## config.mk

```make
export PLATFORM = sky130hd
export DESIGN_NAME = dptl_queue
export DESIGN_NICKNAME = d
export VERILOG_FILES = /design/src/rtl/digit_prefix_trie_lookup_core_assert.svh /design/src/rtl/dptl_pkg.sv /design/src/rtl/dptl_queue.sv
export SDC_FILE = /design/constraint.sdc
export NUM_CORES = 1
export LEC_CHECK = 0
export BUFFER_PORTS_ARGS = -buffer_cell sky130_fd_sc_hd__buf_2
export CAP_MARGIN = 0
export CORE_MARGIN = 2
export CORE_UTILIZATION = 48
export DETAILED_ROUTE_END_ITERATION = 16
export PLACE_DENSITY = 0.74
export SLEW_MARGIN = 40
export SYNTH_ARGS = -nofsm -noshare
export SYNTH_HDL_FRONTEND = slang
export SYNTH_SLANG_ARGS = --single-unit
```

## constraint.sdc

```tcl
create_clock -name clk -period 3.7 [get_ports clk]
set_input_delay 0.555 -clock clk [delete_from_list [all_inputs] [get_ports clk]]
set_output_delay 0.555 -clock clk [all_outputs]
set_load 0.02 [all_outputs]
```

## src/rtl/digit_prefix_trie_lookup_core_assert.svh

```systemverilog
// Assertion macros for the digit prefix trie lookup core.
// Used by modules that carry concurrent checks; needs clk and rst_n in scope.
`ifndef DIGIT_PREFIX_TRIE_LOOKUP_CORE_ASSERT_SVH
`define DIGIT_PREFIX_TRIE_LOOKUP_CORE_ASSERT_SVH
`ifndef SYNTHESIS
`define DPTL_ASSERT(lbl, ante, cons, msg) \
    lbl: assert property (@(posedge clk) disable iff (!rst_n) (ante) |-> (cons)) else $error(msg);
`define DPTL_ASSERT_NXT(lbl, ante, cons, msg) \
    lbl: assert property (@(posedge clk) disable iff (!rst_n) (ante) |=> (cons)) else $error(msg);
`else
`define DPTL_ASSERT(lbl, ante, cons, msg)
`define DPTL_ASSERT_NXT(lbl, ante, cons, msg)
`endif
`endif

```

## src/rtl/dptl_pkg.sv

```systemverilog
// Shared constants, codes and types of the digit prefix trie lookup core.
// No dependencies.
`timescale 1ns / 1ps

package dptl_pkg;

    localparam int NODE_FANOUT    = 16;
    localparam int MAX_DEPTH      = 32;
    localparam int NODE_COUNT     = 1024;
    localparam int DOMAIN_ID_BITS = 16;

    localparam int IDX_W     = (NODE_FANOUT > 1) ? $clog2(NODE_FANOUT) : 1;
    localparam int NODE_W    = (NODE_COUNT > 1) ? $clog2(NODE_COUNT) : 1;
    localparam int FREE_W    = $clog2(NODE_COUNT + 1);
    localparam int ADDR_W    = NODE_W + IDX_W;
    localparam int RAM_DEPTH = 1 << ADDR_W;
    localparam int DOM_W     = DOMAIN_ID_BITS;
    localparam int SLOT_W    = NODE_W + 1 + DOM_W;
    localparam int POS_W     = $clog2(MAX_DEPTH + 1);

    localparam int QUEUE_DEPTH = 2;
    localparam int QPTR_W      = (QUEUE_DEPTH > 1) ? $clog2(QUEUE_DEPTH) : 1;
    localparam int QCNT_W      = $clog2(QUEUE_DEPTH + 1);

    localparam int ALPHA_SIZE = 16;
    localparam int CNT_W      = 5;

    localparam logic [63:0]      CHAR_LOW_RST  = 64'h3837_3635_3433_3231;
    localparam logic [63:0]      CHAR_HIGH_RST = 64'h0000_0000_002A_3039;
    localparam logic [CNT_W-1:0] CHAR_CNT_RST  = CNT_W'(11);

    localparam logic [1:0] CFG_CHAR_LOW  = 2'd0;
    localparam logic [1:0] CFG_CHAR_HIGH = 2'd1;
    localparam logic [1:0] CFG_CHAR_CNT  = 2'd2;

    localparam logic OP_LOOKUP = 1'b0;
    localparam logic OP_INSERT = 1'b1;

    localparam logic [2:0] ERR_NONE      = 3'd0;
    localparam logic [2:0] STAT_INSERTED = 3'd0;
    localparam logic [2:0] STAT_MATCH    = 3'd1;
    localparam logic [2:0] STAT_NOMATCH  = 3'd2;
    localparam logic [2:0] STAT_INVALID  = 3'd3;
    localparam logic [2:0] STAT_TOOLONG  = 3'd4;
    localparam logic [2:0] STAT_BOUND    = 3'd5;
    localparam logic [2:0] STAT_FULL     = 3'd6;

    typedef struct packed {
        logic             op;
        logic             last;
        logic             too_long;
        logic             invalid;
        logic [IDX_W-1:0] idx;
        logic [DOM_W-1:0] dom;
    } item_t;

endpackage

```

## src/rtl/dptl_queue.sv

```systemverilog
// Short request queue between the front end and the trie walk engine.
// Depends on dptl_pkg.
`timescale 1ns / 1ps

module dptl_queue (
    input  logic            clk,
    input  logic            rst_n,
    input  logic            push,
    input  dptl_pkg::item_t push_item,
    output logic            full,
    input  logic            pop,
    output logic            q_valid,
    output dptl_pkg::item_t q_item
);

    dptl_pkg::item_t                 entry_reg [dptl_pkg::QUEUE_DEPTH];
    logic [dptl_pkg::QPTR_W-1:0]     wptr_reg;
    logic [dptl_pkg::QPTR_W-1:0]     rptr_reg;
    logic [dptl_pkg::QCNT_W-1:0]     count_reg;
    logic [dptl_pkg::QPTR_W-1:0]     wptr_next;
    logic [dptl_pkg::QPTR_W-1:0]     rptr_next;
    logic [dptl_pkg::QCNT_W-1:0]     count_next;

    assign full    = (count_reg == dptl_pkg::QCNT_W'(dptl_pkg::QUEUE_DEPTH));
    assign q_valid = (count_reg != '0);
    assign q_item  = entry_reg[rptr_reg];

    always_comb
    begin
        wptr_next  = wptr_reg;
        rptr_next  = rptr_reg;
        count_next = count_reg;
        if (push)
        begin
            wptr_next = (wptr_reg == dptl_pkg::QPTR_W'(dptl_pkg::QUEUE_DEPTH - 1)) ?
                        '0 : wptr_reg + 1'b1;
        end
        if (pop)
        begin
            rptr_next = (rptr_reg == dptl_pkg::QPTR_W'(dptl_pkg::QUEUE_DEPTH - 1)) ?
                        '0 : rptr_reg + 1'b1;
        end
        if (push && !pop)
        begin
            count_next = count_reg + 1'b1;
        end
        else if (pop && !push)
        begin
            count_next = count_reg - 1'b1;
        end
    end

    always_ff @(posedge clk or negedge rst_n)
    begin
        if (!rst_n)
        begin
            wptr_reg  <= '0;
            rptr_reg  <= '0;
            count_reg <= '0;
        end
        else
        begin
            wptr_reg  <= wptr_next;
            rptr_reg  <= rptr_next;
            count_reg <= count_next;
        end
    end

    always_ff @(posedge clk)
    begin
        if (push)
        begin
            entry_reg[wptr_reg] <= push_item;
        end
    end

endmodule

```

=== Yosys cells after proc, flatten, opt, wreduce, memory -nomap -nowiden ===
Memory sizes are Yosys's and may differ from the RTL's.
Cells that the tools add are included.

* Input port bits: 28
* Register bits after elaboration: 4
* Word-level logic and storage cells: 21
* Memory bits (writable): 48
* Memories kept: 1

* Add/sub/neg operators: 4
* Eq/ne operators: 1
* Reduce and logical (&&, ||, !) cells: 6
* Muxes and demuxes: 6

{| class="wikitable"
|+ Memories
! memory !! words !! bits a word !! read ports !! clocked after Yosys merged registers in !! wr ports !! line !! source
|-
| entry_reg || 2 || 24 || 1 || 0 || 1 || dptl_queue.sv:16 || <nowiki>dptl_pkg::item_t entry_reg [dptl_pkg::QUEUE_DEPTH];</nowiki>
|}

{| class="wikitable"
|+ Operators by type and width
! kind !! number
|-
| $mux W1 || 4
|-
| $mux W2 || 2
|-
| $reduce_bool A2 Y1 || 2
|-
| $add A1 B1 Y1 const B || 2
|-
| $add A2 B1 Y2 const B || 1
|-
| $eq A2 B2 Y1 const B || 1
|-
| $logic_and A1 B1 Y1 || 2
|-
| $logic_not A1 Y1 || 2
|-
| $sub A2 B1 Y2 const B || 1
|}

=== Depth between registers and ports, before layout ===
* Depth in word-level cells: 4
* Gate-level depth with buffers: 5
* Gate-level depth less buffers: 5

=== Worst setup path before layout ===
OpenSTA, ideal clock, no wires.

* Path kind: input port to flip-flop
* Start point: in push
* End point: mem entry_reg[0][0] (netlist bit) (enable)
* Buffers on the path: 0
* Setup slack: 1.631 ns
* Stages: 1
* Setup time: 0.408 ns
* Arrival: 1.661 ns
* Path through: nor2b_1

* Longest elaborated chain between the ends: 2

{| class="wikitable"
|+ RTL lines
! item !! line !! source
|-
| start, declared || dptl_queue.sv:8 || <nowiki>input logic push,</nowiki>
|-
| $mux W1 || dptl_queue.sv:71 || <nowiki>if (push)</nowiki>
|-
| $mux W1 (not written as such) || dptl_queue.sv:73 || <nowiki>entry_reg[wptr_reg] <= push_item;</nowiki>
|-
| end, declared || dptl_queue.sv:16 ||
|}

No other way between the ends.

==> results.sh <==
export IMPL_status="complete, no violations"
export IMPL_clk_latency_ns=0.30
export IMPL_seqPwrFrac=0.476
export IMPL_diodes=0
export IMPL_dp_hpwl_mm=2.20
export IMPL_io_pins=54
export IMPL_sw_frac_of_total=0.326
export IMPL_finalClockSkew_ns=0.00642
export IMPL_crit_slowest_cell="dfrtp_1"
export IMPL_ir_drop_mv=0.395
export IMPL_finalWorstSetupSlack_ns=1.16
export IMPL_cts_sinks=52
export IMPL_critPathKind="reg -> out"
export IMPL_core_area_um2=4030
export IMPL_slew_violations=0
export IMPL_post_place_ws_ns=1.48
export IMPL_cts_tree="yes"
export IMPL_final_setup_viol_count=0
export IMPL_wirelength_mm=3.05
export IMPL_dieArea_um2=4750
export IMPL_rrSetupSlack_ns=2.11
export IMPL_via_per_inst=4.85
export IMPL_start_kind="register"
export IMPL_worst_ep_arrival_time_ns=1.98
export IMPL_layout_drive_gt1_share=0.589
export IMPL_layout_min_cycle_time_ns=2.54
export IMPL_clkTransAtPathRegs_ns=0.09
export IMPL_switchingPower_w=0.000591
export IMPL_cts_htree_levels=2
export IMPL_yosysUniqueCellTypes=14
export IMPL_netlist_instances=91
export IMPL_num_rows=23
export IMPL_period_share=0.686
export IMPL_worstMarginPinSlew_ns=0.717
export IMPL_power_frac_clock=0.169
export IMPL_drv_cap=0
export IMPL_syn_avg_cell_area_um2=22.2
export IMPL_fmax_ghz=0.394
export IMPL_ant_nets=0
export IMPL_first_iter_violations=37
export IMPL_post_cts_resized=0
export IMPL_grt_pass1_wl_mm=4.34
export IMPL_cp_endpoint="q_item[7]"
export IMPL_grt_max_degree=25
export IMPL_post_cts_buffers=0
export IMPL_cts_buffer_depth=2
export IMPL_synth_nets=120
export IMPL_grt_pass1_vias=970
export IMPL_start_util=0.502
export IMPL_crit_start="rptr_reg"
export IMPL_firstDrtPassIters=4
export IMPL_gp_congestion=0.587
export IMPL_yosys_register_bits=52
export IMPL_cts_buffers_inserted=5
export IMPL_nets=179
export IMPL_area_growth_pct=19.0
export IMPL_maxSlewHeadroom=0.522
export IMPL_hold_path_class="in -> async"
export IMPL_wl_per_cell_um=15.2
export IMPL_fillerInstances=326
export IMPL_ys_seq_area_frac=0.762
export IMPL_hold_viol=0
export IMPL_critPathMaxStageDelay_ns=0.82
export IMPL_powerDensity_nw_per_um2=752
export IMPL_leakagePower_nw=0.979
export IMPL_grt_overflow=0
export IMPL_synth_warnings=0
export IMPL_drc=0
export IMPL_hold_ws_ns=0.0426
export IMPL_intPower_w=0.00122
export IMPL_r2r_start="wptr_reg"
export IMPL_fin_tns_setup_ns=0
export IMPL_fin_util=0.598
export IMPL_ctsHoldBuffers=0
export IMPL_synth_area_um2=2020
export IMPL_antenna_found_initial=0
export IMPL_worstPathCellList="buf_4 > mux2_4 > buf_2"
export IMPL_path_max_fanout=14
export IMPL_power_frac_comb=0.354
export IMPL_fp_dieW_um=68.9
export IMPL_cp_end_kind="output port"
export IMPL_root_buffer="clkbuf_8"
export IMPL_die_h_um=68.9
export IMPL_largest_reg_flops=48
export IMPL_grt_total_usage=0.133
export IMPL_rsz0062_at_grt="false"
export IMPL_rr_worst_depth=2
export IMPL_reg2reg_to="entry_reg[0][9]"
export IMPL_vias=975
export IMPL_io_buffers=53
export IMPL_crit_required_ns=3.14
## critical path: cells and delay by family, from the launching register on
kind / cells / cell delay (ns)
mux: 1 / 0.32
buf+inv: 2 / 0.54
flops: 1 / 0.82
## per-stage QoR
stage,total power (W),cell area [um2],cells
after global placement,0.00150,2320,193
after detailed placement,0.00153,2320,193
after CTS,0.00183,2410,201
final,0.00181,2410,201
after global routing,0.00190,2410,201
after floorplan,0.00138,2020,91
## how the worst min path moves through the flow
stage,start,end,slack [ns],cells after the start
after floorplan,rst_n,count_reg[0],0.26,0
after global placement,rst_n,count_reg[1],0.36,1
after detailed placement,rst_n,count_reg[0],0.37,1
after CTS,rst_n,rptr_reg,0.04,1
after global routing,rst_n,rptr_reg,0.03,1
final,rst_n,rptr_reg,0.04,1
## cells in the final DEF (no fill, tap or decap), types with 2 or more instances in the layout
| cell type | count |
|---|---|
| clkbuf_8 | 5 |
| mux2_2 | 5 |
| xor2_1 | 4 |
| edfxtp_1 | 48 |
| buf_2 | 53 |
| buf_4 | 2 |
| mux2_4 | 19 |
| dfrtp_1 | 4 |
## layout make-up
cell class / instances / area (um2) / area share
Inverter: 1 / 3.75 / 0.00156
Timing Repair Buffer: 55 / 280 / 0.116
Tap cell: 50 / 62.6 / 0.0260
Multi-Input combinational cell: 35 / 430 / 0.179
Sequential cell: 52 / 1540 / 0.640
Clock inverter: 2 / 16.3 / 0.00676
Clock buffer: 6 / 72.6 / 0.0301
## power by group through the flow
stage	combinational (W)	sequential [W]	clock [W]
after floorplan	0.000553	0.000830	0
after global placement	0.000637	0.000866	0
after detailed placement	0.000649	0.000876	0
after CTS	0.000650	0.000864	0.000316
after global routing	0.000681	0.000873	0.000341
final	0.000641	0.000862	0.000307
## logic make-up (layout without fill, tap and decap cells)
kind of cell,after synthesis,after routing,share of synthesized area
buffers and inverters,4,64,0.0272
multiplexers,24,24,0.169
flip-flops,52,52,0.762
AND/OR/NAND/NOR,5,5,0.0142
adder cells (fa/ha/maj),1,1,0.00618
XOR/XNOR,5,5,0.0216
## routing by layer
layer  routed length [um]  global-route usage  share of wire  vias to the layer above
li1                     -                   -              -                      460
met1                 1270               0.155           0.42                      471
met2                 1520               0.231           0.50                       39
met3                  224              0.0471          0.073                        5
met4                   29              0.0441         0.0095                        0
met5                    0                   0              0                        -
## synthesized netlist by cell type (all sizes together)
cell type | number | area (um2)
and2 | 1 | 6.26
or2 | 1 | 6.26
nor2b | 2 | 12.5
buf | 3 | 51.3
xor2 | 4 | 35.0
nor2 | 1 | 3.75
dfrtp | 4 | 100
xnor2 | 1 | 8.76
mux2 | 24 | 342
ha | 1 | 12.5
edfxtp | 48 | 1440
inv | 1 | 3.75
Power figures use the tool's default switching activity.
