### src/rtl/digit_prefix_trie_lookup_core_assert.svh
// Assertion macros for the digit prefix trie lookup core.
// Used by modules that carry concurrent checks; needs clk and rst_n in scope.
`ifndef DIGIT_PREFIX_TRIE_LOOKUP_CORE_ASSERT_SVH
`define DIGIT_PREFIX_TRIE_LOOKUP_CORE_ASSERT_SVH
`ifndef SYNTHESIS
`define DPTL_ASSERT(lbl, ante, cons, msg) \
    lbl: assert property (@(posedge clk) disable iff (!rst_n) (ante) |-> (cons)) else $error(msg);
`define DPTL_ASSERT_NXT(lbl, ante, cons, msg) \
    lbl: assert property (@(posedge clk) disable iff (!rst_n) (ante) |=> (cons)) else $error(msg);
`else
`define DPTL_ASSERT(lbl, ante, cons, msg)
`define DPTL_ASSERT_NXT(lbl, ante, cons, msg)
`endif
`endif

### src/rtl/dptl_pkg.sv
// Shared constants, codes and types of the digit prefix trie lookup core.
// No dependencies.
`timescale 1ns / 1ps

package dptl_pkg;

    localparam int NODE_FANOUT    = 16;
    localparam int MAX_DEPTH      = 32;
    localparam int NODE_COUNT     = 1024;
    localparam int DOMAIN_ID_BITS = 16;

    localparam int IDX_W     = (NODE_FANOUT > 1) ? $clog2(NODE_FANOUT) : 1;
    localparam int NODE_W    = (NODE_COUNT > 1) ? $clog2(NODE_COUNT) : 1;
    localparam int FREE_W    = $clog2(NODE_COUNT + 1);
    localparam int ADDR_W    = NODE_W + IDX_W;
    localparam int RAM_DEPTH = 1 << ADDR_W;
    localparam int DOM_W     = DOMAIN_ID_BITS;
    localparam int SLOT_W    = NODE_W + 1 + DOM_W;
    localparam int POS_W     = $clog2(MAX_DEPTH + 1);

    localparam int QUEUE_DEPTH = 2;
    localparam int QPTR_W      = (QUEUE_DEPTH > 1) ? $clog2(QUEUE_DEPTH) : 1;
    localparam int QCNT_W      = $clog2(QUEUE_DEPTH + 1);

    localparam int ALPHA_SIZE = 16;
    localparam int CNT_W      = 5;

    localparam logic [63:0]      CHAR_LOW_RST  = 64'h3837_3635_3433_3231;
    localparam logic [63:0]      CHAR_HIGH_RST = 64'h0000_0000_002A_3039;
    localparam logic [CNT_W-1:0] CHAR_CNT_RST  = CNT_W'(11);

    localparam logic [1:0] CFG_CHAR_LOW  = 2'd0;
    localparam logic [1:0] CFG_CHAR_HIGH = 2'd1;
    localparam logic [1:0] CFG_CHAR_CNT  = 2'd2;

    localparam logic OP_LOOKUP = 1'b0;
    localparam logic OP_INSERT = 1'b1;

    localparam logic [2:0] ERR_NONE      = 3'd0;
    localparam logic [2:0] STAT_INSERTED = 3'd0;
    localparam logic [2:0] STAT_MATCH    = 3'd1;
    localparam logic [2:0] STAT_NOMATCH  = 3'd2;
    localparam logic [2:0] STAT_INVALID  = 3'd3;
    localparam logic [2:0] STAT_TOOLONG  = 3'd4;
    localparam logic [2:0] STAT_BOUND    = 3'd5;
    localparam logic [2:0] STAT_FULL     = 3'd6;

    typedef struct packed {
        logic             op;
        logic             last;
        logic             too_long;
        logic             invalid;
        logic [IDX_W-1:0] idx;
        logic [DOM_W-1:0] dom;
    } item_t;

endpackage

### src/rtl/dptl_front.sv
// Front end: alphabet registers, symbol-to-slot mapping and request classification.
// Depends on dptl_pkg.
`timescale 1ns / 1ps

module dptl_front (
    input  logic                clk,
    input  logic                rst_n,
    input  logic                cfg_valid,
    output logic                cfg_ready,
    input  logic [1:0]          cfg_index,
    input  logic [63:0]         cfg_data,
    input  logic                sym_valid,
    output logic                sym_stall,
    input  logic                operation,
    input  logic [7:0]          symbol,
    input  logic                last_symbol,
    input  logic [5:0]          prefix_length,
    input  logic [15:0]         domain_id,
    input  logic                q_full,
    input  logic                clearing,
    output logic                q_push,
    output dptl_pkg::item_t     q_item
);

    logic [63:0]                    low_reg;
    logic [63:0]                    high_reg;
    logic [dptl_pkg::CNT_W-1:0]     cnt_reg;
    logic [dptl_pkg::ALPHA_SIZE*8-1:0] alpha;
    logic [dptl_pkg::CNT_W-1:0]     n_chars;
    logic                           hit;
    logic [dptl_pkg::IDX_W-1:0]     idx;

    assign cfg_ready = 1'b1;

    always_ff @(posedge clk or negedge rst_n)
    begin
        if (!rst_n)
        begin
            low_reg  <= dptl_pkg::CHAR_LOW_RST;
            high_reg <= dptl_pkg::CHAR_HIGH_RST;
            cnt_reg  <= dptl_pkg::CHAR_CNT_RST;
        end
        else if (cfg_valid && cfg_ready)
        begin
            unique case (cfg_index)
                dptl_pkg::CFG_CHAR_LOW:  low_reg  <= cfg_data;
                dptl_pkg::CFG_CHAR_HIGH: high_reg <= cfg_data;
                dptl_pkg::CFG_CHAR_CNT:  cnt_reg  <= cfg_data[dptl_pkg::CNT_W-1:0];
                default: ;
            endcase
        end
    end

    assign alpha   = {high_reg, low_reg};
    assign n_chars = (cnt_reg > dptl_pkg::CNT_W'(dptl_pkg::ALPHA_SIZE)) ?
                     dptl_pkg::CNT_W'(dptl_pkg::ALPHA_SIZE) : cnt_reg;

    // lowest matching position wins
    always_comb
    begin
        hit = 1'b0;
        idx = '0;
        for (int i = dptl_pkg::ALPHA_SIZE - 1; i >= 0; i--)
        begin
            if ((dptl_pkg::CNT_W'(i) < n_chars) && (alpha[8*i +: 8] == symbol))
            begin
                hit = 1'b1;
                idx = dptl_pkg::IDX_W'(i % dptl_pkg::NODE_FANOUT);
            end
        end
    end

    assign sym_stall = q_full || clearing;
    assign q_push    = sym_valid && !sym_stall;

    always_comb
    begin
        q_item.op       = operation;
        q_item.last     = last_symbol;
        q_item.too_long = (prefix_length >= 6'(dptl_pkg::MAX_DEPTH));
        q_item.invalid  = !hit;
        q_item.idx      = idx;
        q_item.dom      = dptl_pkg::DOM_W'(domain_id);
    end

endmodule

### config.mk
export PLATFORM = sky130hd
export DESIGN_NAME = dptl_front
export DESIGN_NICKNAME = d
export VERILOG_FILES = /design/src/rtl/digit_prefix_trie_lookup_core_assert.svh /design/src/rtl/dptl_pkg.sv /design/src/rtl/dptl_front.sv
export SDC_FILE = /design/constraint.sdc
export NUM_CORES = 1
export LEC_CHECK = 0
export BUFFER_PORTS_ARGS = -buffer_cell sky130_fd_sc_hd__buf_2
export CAP_MARGIN = 15
export CORE_MARGIN = 3
export CORE_UTILIZATION = 30
export DETAILED_ROUTE_END_ITERATION = 8
export MAX_ROUTING_LAYER = met4
export SETUP_SLACK_MARGIN = 0.05
export SYNTH_ARGS = -nofsm -noshare
export SYNTH_HDL_FRONTEND = slang
export SYNTH_SLANG_ARGS = --single-unit
### constraint.sdc
create_clock -name clk -period 3.9 [get_ports clk]
set_clock_uncertainty 0.05 [all_clocks]
set_input_delay 0.78 -clock clk [delete_from_list [all_inputs] [get_ports clk]]
set_output_delay 0.78 -clock clk [all_outputs]
set_load 0.02 [all_outputs]
; ---- Yosys cells after proc, flatten, opt, wreduce, memory -nomap -nowiden
; Index checks and enable logic that the tools add are counted.
[op_classes]
n_addsub = 0
multipliers = 0
div = 0
n_lt_le_gt_ge = 18
n_eq_ne = 18
shift = 0
mux = 33
bitwise = 0
n_reduce_logical = 24
[ops]
columns = cell, n
row1 = 8-bit == test, 16
row2 = 4-bit two-way mux, 16
row3 = "4-bit by 5-bit less-than comparator with 1-bit output, first input constant", 8
row4 = "3-bit by 5-bit less-than comparator with 1-bit output, first input constant", 4
row5 = 1-bit logical AND, 17
row6 = 1-bit two-way mux, 16
row7 = "1-bit by 5-bit less-than comparator with 1-bit output, first input constant", 2
row8 = "2-bit by 5-bit less-than comparator with 1-bit output, first input constant", 2
row9 = "6-bit >= comparator, second input constant", 1
row10 = 2-bit AND reduction, 3
row11 = "5-bit greater-than comparator, second input constant", 1
row12 = 5-bit two-way mux, 1
row13 = "2-bit by 1-bit == test with 1-bit output, second input constant", 1
row14 = "2-bit == test, second input constant", 1
row15 = 1-bit logical NOT, 2
row16 = 2-bit logical NOT, 1
row17 = 1-bit logical OR, 1
[word_totals]
ff_bits = 133
latch_bits = 0
ramBits = 0
mem_bits_ro = 0
output_inout_bits = 27
elab_cells = 96
n_memories = 0

; ---- Logic depth before layout (Yosys ltp)
; Gate-level depths: netlist (run 1).
[depth]
ltp_word = 21
mapped_depth = 8

; ---- Worst setup path after synthesis (run 1)
; Ideal clock, no wire load.
[synth_timing]
path_kind = input -> output
startpoint = input symbol[2]
endpoint = output q_item[20] (netlist bit)
t_arrival_ps = 2591
required_ps = 3070
setup_slack_ps = 479
path_stages = 8
path_cell_list = buf_4 buf_6 xnor2_1 nand4_1 nor4_1 nor4_1 or4b_1 nor3_1
[synth_lines]
columns = item, line_no
row1 = from (decl), dptl_front.sv:15  ; input logic [7:0] symbol,
row2 = to (decl), dptl_front.sv:22  ; output dptl_pkg::item_t q_item

==> results by stage, run 1 <==
Run status:
- The flow ran to the end, and the final reports show no timing, DRC or antenna violations.

Power:
- The power density normalized to cell area is around 530 nW/um2.
- For this design the static power due to leakage is approximately 0.0034 uW.
- IR analysis of the VDD net gives a maximum drop of 0.000354 V.

Detailed routing:
- The detail route stage leaves a number of antenna-violating nets equal to 0.
- Detailed routing inserted a total of roughly 4600 vias.
- In the final routed layout, each cell accounts on average for ~18 um.
- The DRC violation count after routing is 0.
- The detailed-route wire length is ~17 mm.
- In the routed layout, each cell is associated on average with a via count of ~4.7.
- The first detailed-routing pass ran for 4 iterations.
- The detailed router finished its first iteration with approximately 240 violations.

Yosys:
- The Yosys step of the flow raised 0 warnings.
- Yosys mapped a number of flops with a built-in enable equal to 0.
- The library cell occupying the most area in the post-synthesis netlist is sky130_fd_sc_hd__dfrtp_1.
- The number of nets produced by synthesis is slightly below 700.
- The post-synthesis instance total is around 570.
- The commonest register cell after synthesis is sky130_fd_sc_hd__dfrtp_1.
- The mean area per synthesized cell is roughly 13 um2.
- In the synthesized netlist the async set-or-reset flop fraction comes to between 90% and 100%.
- Sorting the synthesized cells by area gives the leading types as sky130_fd_sc_hd__dfrtp_1, sky130_fd_sc_hd__mux2_2, sky130_fd_sc_hd__dfstp_2, sky130_fd_sc_hd__xnor2_1, sky130_fd_sc_hd__xor2_1.
- The cell area after synthesis is 7180 um2.
- The commonest cells after synthesis are sky130_fd_sc_hd__mux2_2, sky130_fd_sc_hd__xnor2_1, sky130_fd_sc_hd__dfrtp_1.
- For this run, the register share of the synthesized area comes to a little under half.
- The number of synthesized register bits is roughly 130.
- sky130_fd_sc_hd__mux2_2 is the most common cell in the netlist.
- Synthesis instantiated 51 different standard cells from the library.
- The share of synthesized area in the top cell type comes to 32.0%.

Finish:
- Fill cells in the final layout number 2261.
- The antenna diode instance count is 0.
- Cells with a size suffix above 1 make up a little under 50% of the layout.
- The final layout contains between 700 and 800 nets.
- Compared with the post-synthesis result, the final layout area differs by 19.0%.
- The count of placed standard cells in the final layout, fillers left out is between 900 and 1000.

Place:
- The HPWL after detailed placement is approximately 12 mm.
- The count of buffers from port buffering is 86.
- Routability-driven placement finished with a final weighted congestion of between 0.8 and 0.9.
- The cell total after placement is 944.

Global routing:
- The first-pass GRT wire length is 27.6 mm.
- After global routing the overflow that remains totals 0.
- Global routing used 14.2% of the available tracks across all layers.
- Entering global routing, the biggest net connects 65 pins.
- The initial antenna violation count is 0.
- The number of global-route vias before repair is just under 5000.

STA:
- After layout, the worst path uses around 96% of the clock period.
- Setup repair after global routing left no endpoint under its margin.
- Subtracting the final worst setup slack from the clock period gives ~3700 ps.
- Final hold analysis gives a worst-case slack of ~270 ps.
- The summed negative setup slack over all endpoints is 0 ps.
- Setup violations remaining at the end of the flow were counted as 0.
- Derived from the worst setup path, the maximum achievable clock frequency is 0.268 GHz.
- The final number of hold-violating endpoints is 0.
- The final count of pins violating max slew is 0.
- The actual transition at the worst max-transition pin is approximately 900 ps.
- The headroom to the max-slew limit is roughly two fifths.

CTS:
- The number of clock sinks is about 130.
- The longest clock path from root to sink contains 2 buffers.
- TritonCTS built the clock tree.
- The cell at the root of the clock tree is sky130_fd_sc_hd__clkbuf_16.
- The clock insertion delay at the later pin of the skew report is approximately 420 ps.
- CTS built an H-tree with a depth of 4.
- In this run, CTS created clock tree buffers numbering 17.
- The clock slew at the register clock pins of the worst setup and hold paths is roughly 50 ps.
- The count of hold buffers inserted by post-cts repair is 0.

Worst setup path:
- The type of origin of the critical path is a primary input.
- The critical path class is primary input to output pin.
- Of all nets on the critical path, the largest fanout is 9.
- The required time at the endpoint of the critical path is around 3100 ps.
- Data on the critical path arrives at its endpoint at 2900 ps.
- The critical path endpoint category is an output pin.

Floorplan:
- The die width is 161 um.
- The die extent in y is 161 um.
- The floorplan has 55 rows.
- The total die area is 25800 um2.
- The core region is 23100 um2.
- The number of primary I/O pins is about 130.
- The effective utilization at floorplan is a little under a third.

Flow run:
- The tool flagged a number of max-cap violations equal to 0.

Hold path:
- The path class of the tightest hold or removal check is primary input to async pin.
layout by cell type, fill, tap and decap left out, drive strengths merged, types with 2 or more instances in the layout:
cell type,count
nand4,26
a21oi,5
or3,6
bufinv,4
xnor2,106
nor4,9
dfstp,41
mux2,133
nor2,12
nand2,10
nand3b,2
or4,2
nand3,5
nor3,13
o21ai,2
or2,3
clkinv,2
inv,4
or4b,2
a31o,2
clkbuf,26
a211o,2
xor2,22
buf,111
clkinvlp,2
o32ai,2
dfrtp,92
what timing repair did:
item | in CTS | in global routing
buffers inserted | 0 | 0
endpoints found under the setup margin | 0 | 3
resized for setup | 0 | 6
hold endpoints to repair | 0 | 0
critical path: stages:
cell and delay (ps):
sky130_fd_sc_hd__buf_2 300, sky130_fd_sc_hd__xnor2_1 190, sky130_fd_sc_hd__nand3_1 100, sky130_fd_sc_hd__or3_1 400, sky130_fd_sc_hd__a211o_1 330, sky130_fd_sc_hd__a311o_1 370, sky130_fd_sc_hd__a21oi_2 220, sky130_fd_sc_hd__buf_2 200
cell families (layout without fill, tap and decap cells):
kind of cell | Yosys count | after routing | share of synthesized area, %
buffers and inverters | 59 | 149 | 6.03
and+or+nand+nor | 94 | 94 | 7.68
muxes | 133 | 133 | 20.8
other | 1 | 1 | 0.0522
DFF | 133 | 133 | 47.0
AOI/OAI and AO/OA | 25 | 25 | 2.54
xor gates and xnor gates | 128 | 128 | 15.8
routing by layer:
layer  up-vias  GRT usage [%]  part of all wire (%)
met5         -              -                     0
met4         0           4.61                   1.9
met3        22           2.76                   3.4
met2        88           21.7                    46
met1      2285           19.0                    49
li1       2158              -                     -
final timing paths:
| kind | startpoint | endpoint | slack [ps] | depth (start not counted) |
|---|---|---|---|---|
| setup / recovery | symbol[7] | q_item[17] | 170 | 8 |
| hold / removal | rst_n | high_reg[22] | 270 | 1 |
| setup reg to reg | cnt_reg[2] | cnt_reg[2] | 2930 | 2 |
| hold reg to reg | high_reg[45] | high_reg[45] | 470 | 1 |
| max in group asynchronous | rst_n | low_reg[42] | 2610 | 2 |
| min in group clk | high_reg[45] | high_reg[45] | 470 | 1 |
per-stage QoR:
step                      setup WS, ps  power (uW)  util [%]  area [um2]
after floorplan                    479        2580         -        7180
final                              173        4500      37.1        8550
after global routing              77.1        4720      37.1        8550
after global placement             111        2790      34.3        7900
after CTS                          104        4540      37.0        8530
after detailed placement           121        2810      34.3        7900
power by group:
part | leakage (uW) | total [uW] | internal, uW | switching (uW)
Clock | 0.000301 | 1710 | 1120 | 591
Combinational | 0.00157 | 882 | 507 | 375
Sequential | 0.00152 | 1900 | 1710 | 197
cell type report:
type,instances,area [um2],share of cell area [%]
Clock buffer,24,482,5.64
Clock inverter,8,149,1.74
Inverter,4,15.0,0.176
Multi-Input combinational cell,381,3390,39.6
Sequential cell,133,3380,39.6
Tap cell,313,392,4.58
Timing Repair Buffer,113,741,8.67
(Power assumes the default switching activity.)
==> run 2, diff against run 1 <==
Settings changed: RECOVER_POWER set to 25.
==> run 2 against run 1 <==
Compared with the run above: the run now ends with max-capacitance violations, max-slew violations left; design area about the same; sequential power about the same; sequential share of layout area about the same; critical path type unchanged; critical endpoint unchanged; largest power group unchanged; highest routed layer unchanged.
==> results by stage, run 2 (same netlist as run 1, synthesis figures left out) <==
Run status:
- Run status: finished with violations (was finished, final reports clean).
- The checks that failed: max-capacitance violations, max-slew violations.

STA:
- The peak clock frequency supported by timing is 0.268 GHz (unchanged).
- The final number of hold-violating endpoints is 0 (unchanged).
- The headroom to the max-slew limit came to -34.8% (was 38.3%).
- The final critical-path share of the clock period came to 95.6% (unchanged).
- The post-route minimum period is 3730 ps (unchanged).
- The final count of pins violating max slew came to 36 (was 0).
- The actual transition at the worst max-transition pin is 2020 ps (was 925 ps).
- The summed negative setup slack over all endpoints is 0 ps (unchanged).
- Setup repair after global routing missed its margin: no (unchanged).
- The total of endpoints with negative setup slack in the final report came to 0 (unchanged).

Finish:
- The post-layout net count came to 754 (unchanged).
- Highest-count cells in the layout ignoring fill and taps: sky130_fd_sc_hd__mux2_2, sky130_fd_sc_hd__xnor2_1, sky130_fd_sc_hd__dfrtp_1 (unchanged).
- The core utilization of the finished layout is 37.1% (about the same).
- The antenna diode instance count came to 0 (unchanged).
- The growth of design area from synthesis to finish is 18.9% (was 19.0%).
- The share of post-route cells with drive strength above 1 came to 49.5% (was 49.6%).
- The most common cell after layout, fill and taps aside is sky130_fd_sc_hd__mux2_2 (unchanged).
- The count of placed standard cells in the final layout, fillers left out is 976 (unchanged).
- The number of inserted filler cells in the final layout came to 2261 (unchanged).

CTS:
- The clock slew at the register clock pins of the worst setup and hold paths was 50 ps (about the same).
- The maximum level of the CTS H-tree is 4 (unchanged).
- The number of buffers added for setup after CTS is 0 (unchanged).
- The CTS tree is done (unchanged).
- The number of buffers created by CTS is 17 (unchanged).
- The clock insertion delay at the later pin of the skew report is 420 ps (about the same).
- The number of clock sinks is 133 (unchanged).
- The count of hold buffers inserted by post-cts repair is 0 (unchanged).
- The cell at the root of the clock tree is sky130_fd_sc_hd__clkbuf_16 (unchanged).
- The maximum buffer depth of the clock tree is 2 (unchanged).

Worst setup path:
- The largest stage delay on the critical path is 400 ps (about the same).
- The maximum net fanout on the critical path is 9 (unchanged).
- The startpoint of the worst register-to-register path is cnt_reg[2] (unchanged).
- The required time at the endpoint of the critical path came to 3070 ps (about the same).
- The arrival time of the worst setup path is 2900 ps (about the same).
- The critical path class is primary input to output pin (unchanged).
- The critical path endpoint category is an output pin (unchanged).
- Critical path, cell by cell: buf_2 -> xnor2_1 -> nand3_1 -> or3_1 -> a211o_1 -> a311o_1 -> a21oi_2 -> buf_2 (unchanged).
- The number of cells traversed by the worst register-to-register path is 2 (unchanged).
- The type of origin of the critical path is a primary input (unchanged).
- The cell with the biggest individual delay on the critical path is sky130_fd_sc_hd__or3_1 (unchanged).
- The dominant cell type by count on the critical path is sky130_fd_sc_hd__buf_2 (unchanged).
- The endpoint of the lowest-slack register-to-register path is cnt_reg[2] (unchanged).
- The slack of the worst reg-to-reg path is 2930 ps (about the same).

Detailed routing:
- The detailed-router iteration count before antenna repair is 4 (unchanged).
- The via-per-instance ratio is 4.66 (unchanged).
- The via count is 4553 (unchanged).
- The DRC marker count from the first detailed-route iteration is 243 (unchanged).
- The detailed-route wire length is 17.3 mm (about the same).
- The DRC violation count after routing is 0 (unchanged).
- The mean routed wirelength per cell is 17.8 um (about the same).
- The count of nets left with antenna violations after detail routing came to 0 (unchanged).

Floorplan:
- The die extent in y was 161 um (unchanged).
- The total die area is 25800 um2 (unchanged).
- The number of primary I/O pins came to 131 (unchanged).
- The area of the placeable core was 23100 um2 (unchanged).
- The number of rows created at floorplan is 55 (unchanged).
- The die width came to 161 um (unchanged).
- The effective utilization at floorplan is 31.2% (unchanged).

Hold path:
- The number of cells on the worst hold path is 1.
- The type of the tightest min-delay check is register to register (was primary input to async pin).
- For hold timing, the worst endpoint is high_reg[45].
- The start point of the worst hold path is high_reg[45].

Global routing:
- The overall track demand over capacity in global routing came to 14.2% (unchanged).
- The maximum number of pins on one net before global-route repair is 65 (unchanged).
- The first-pass GRT wire length came to 27.6 mm (unchanged).
- The remaining global-route overflow was 0 (unchanged).
- The number of global-route vias before repair is 4885 (unchanged).
- The initial antenna violation count was 0 (unchanged).

Place:
- The final RePlAce weighted congestion is 0.808 (unchanged).
- The HPWL after detailed placement is 12.4 mm (unchanged).
- The count of buffers from port buffering is 86 (unchanged).
- The cell total after placement is 944 (unchanged).

Power:
- The leakage power figure is 0.00339 uW (about the same).
- The power density normalized to cell area came to 526 nW/um2 (about the same).
- The post-layout total power is 4500 uW (about the same).
- The maximum vdd drop is 0.000354 V (about the same).

Flow run:
- The count of maximum capacitance violations was 1 (was 0).
[run 2: changes by cell type in the layout (fill, tap and decap cells not counted), sizes merged]
cell    delta
clkbuf     +1
buf        -1
[run 2: critical path, delay by kind of cell]
kind                      cells  cell delay, ps
buffers and inverters         2             500
and+or+nand+nor               2             500
xor gates and xnor gates      1             190
AOI/OAI and AO/OA             3             920
[run 2: how the worst max path moves through the flow]
stage | start | endpoint | depth (start not counted)
global route | cnt_reg[4] | q_item[20] | 9
floorplan | symbol[2] | q_item[20] | 8
detailed placement | symbol[5] | q_item[17] | 8
global placement | symbol[5] | q_item[17] | 8
finish | symbol[7] | q_item[17] | 8
CTS | symbol[5] | q_item[17] | 8
[run 2: layer usage]
layer	global-route usage [%]	vias up	wire length, um
met3	2.76	22	591
met2	21.7	88	7910
met5	-	-	0
met1	19.0	2285	8510
met4	4.61	0	321
li1	-	2158	-
[run 2: metrics by stage]
step,hold slack [ps],worst slack [ps],area [um2]
floorplan,434,479,7180
global placement,457,111,7900
detailed placement,464,121,7900
CTS,268,104,8530
global route,480,77.1,8540
finish,472,173,8540
[run 2: layout make-up]
| cell class | instances | area, um2 | share of cell area [%] |
|---|---|---|---|
| Multi-Input combinational cell | 381 | 3390 | 39.7 |
| Sequential cell | 133 | 3380 | 39.6 |
| Timing Repair Buffer | 113 | 737 | 8.63 |
| Clock buffer | 24 | 482 | 5.64 |
| Tap cell | 313 | 392 | 4.58 |
| Clock inverter | 8 | 149 | 1.74 |
| Inverter | 4 | 15.0 | 0.176 |
[run 2: repair_timing]
action | 4_1_cts | 5_1_grt
hold endpoints to repair | 0 | 0
resized for setup | 0 | 6
setup endpoints to repair | 0 | 3
[run 2: power by group]
part	total (uW)	switching [uW]	internal, uW	leakage, uW
clock network	1710	591	1120	0.000301
logic	882	375	507	0.00157
registers	1900	197	1710	0.00152
total	4500	1160	3330	0.00339
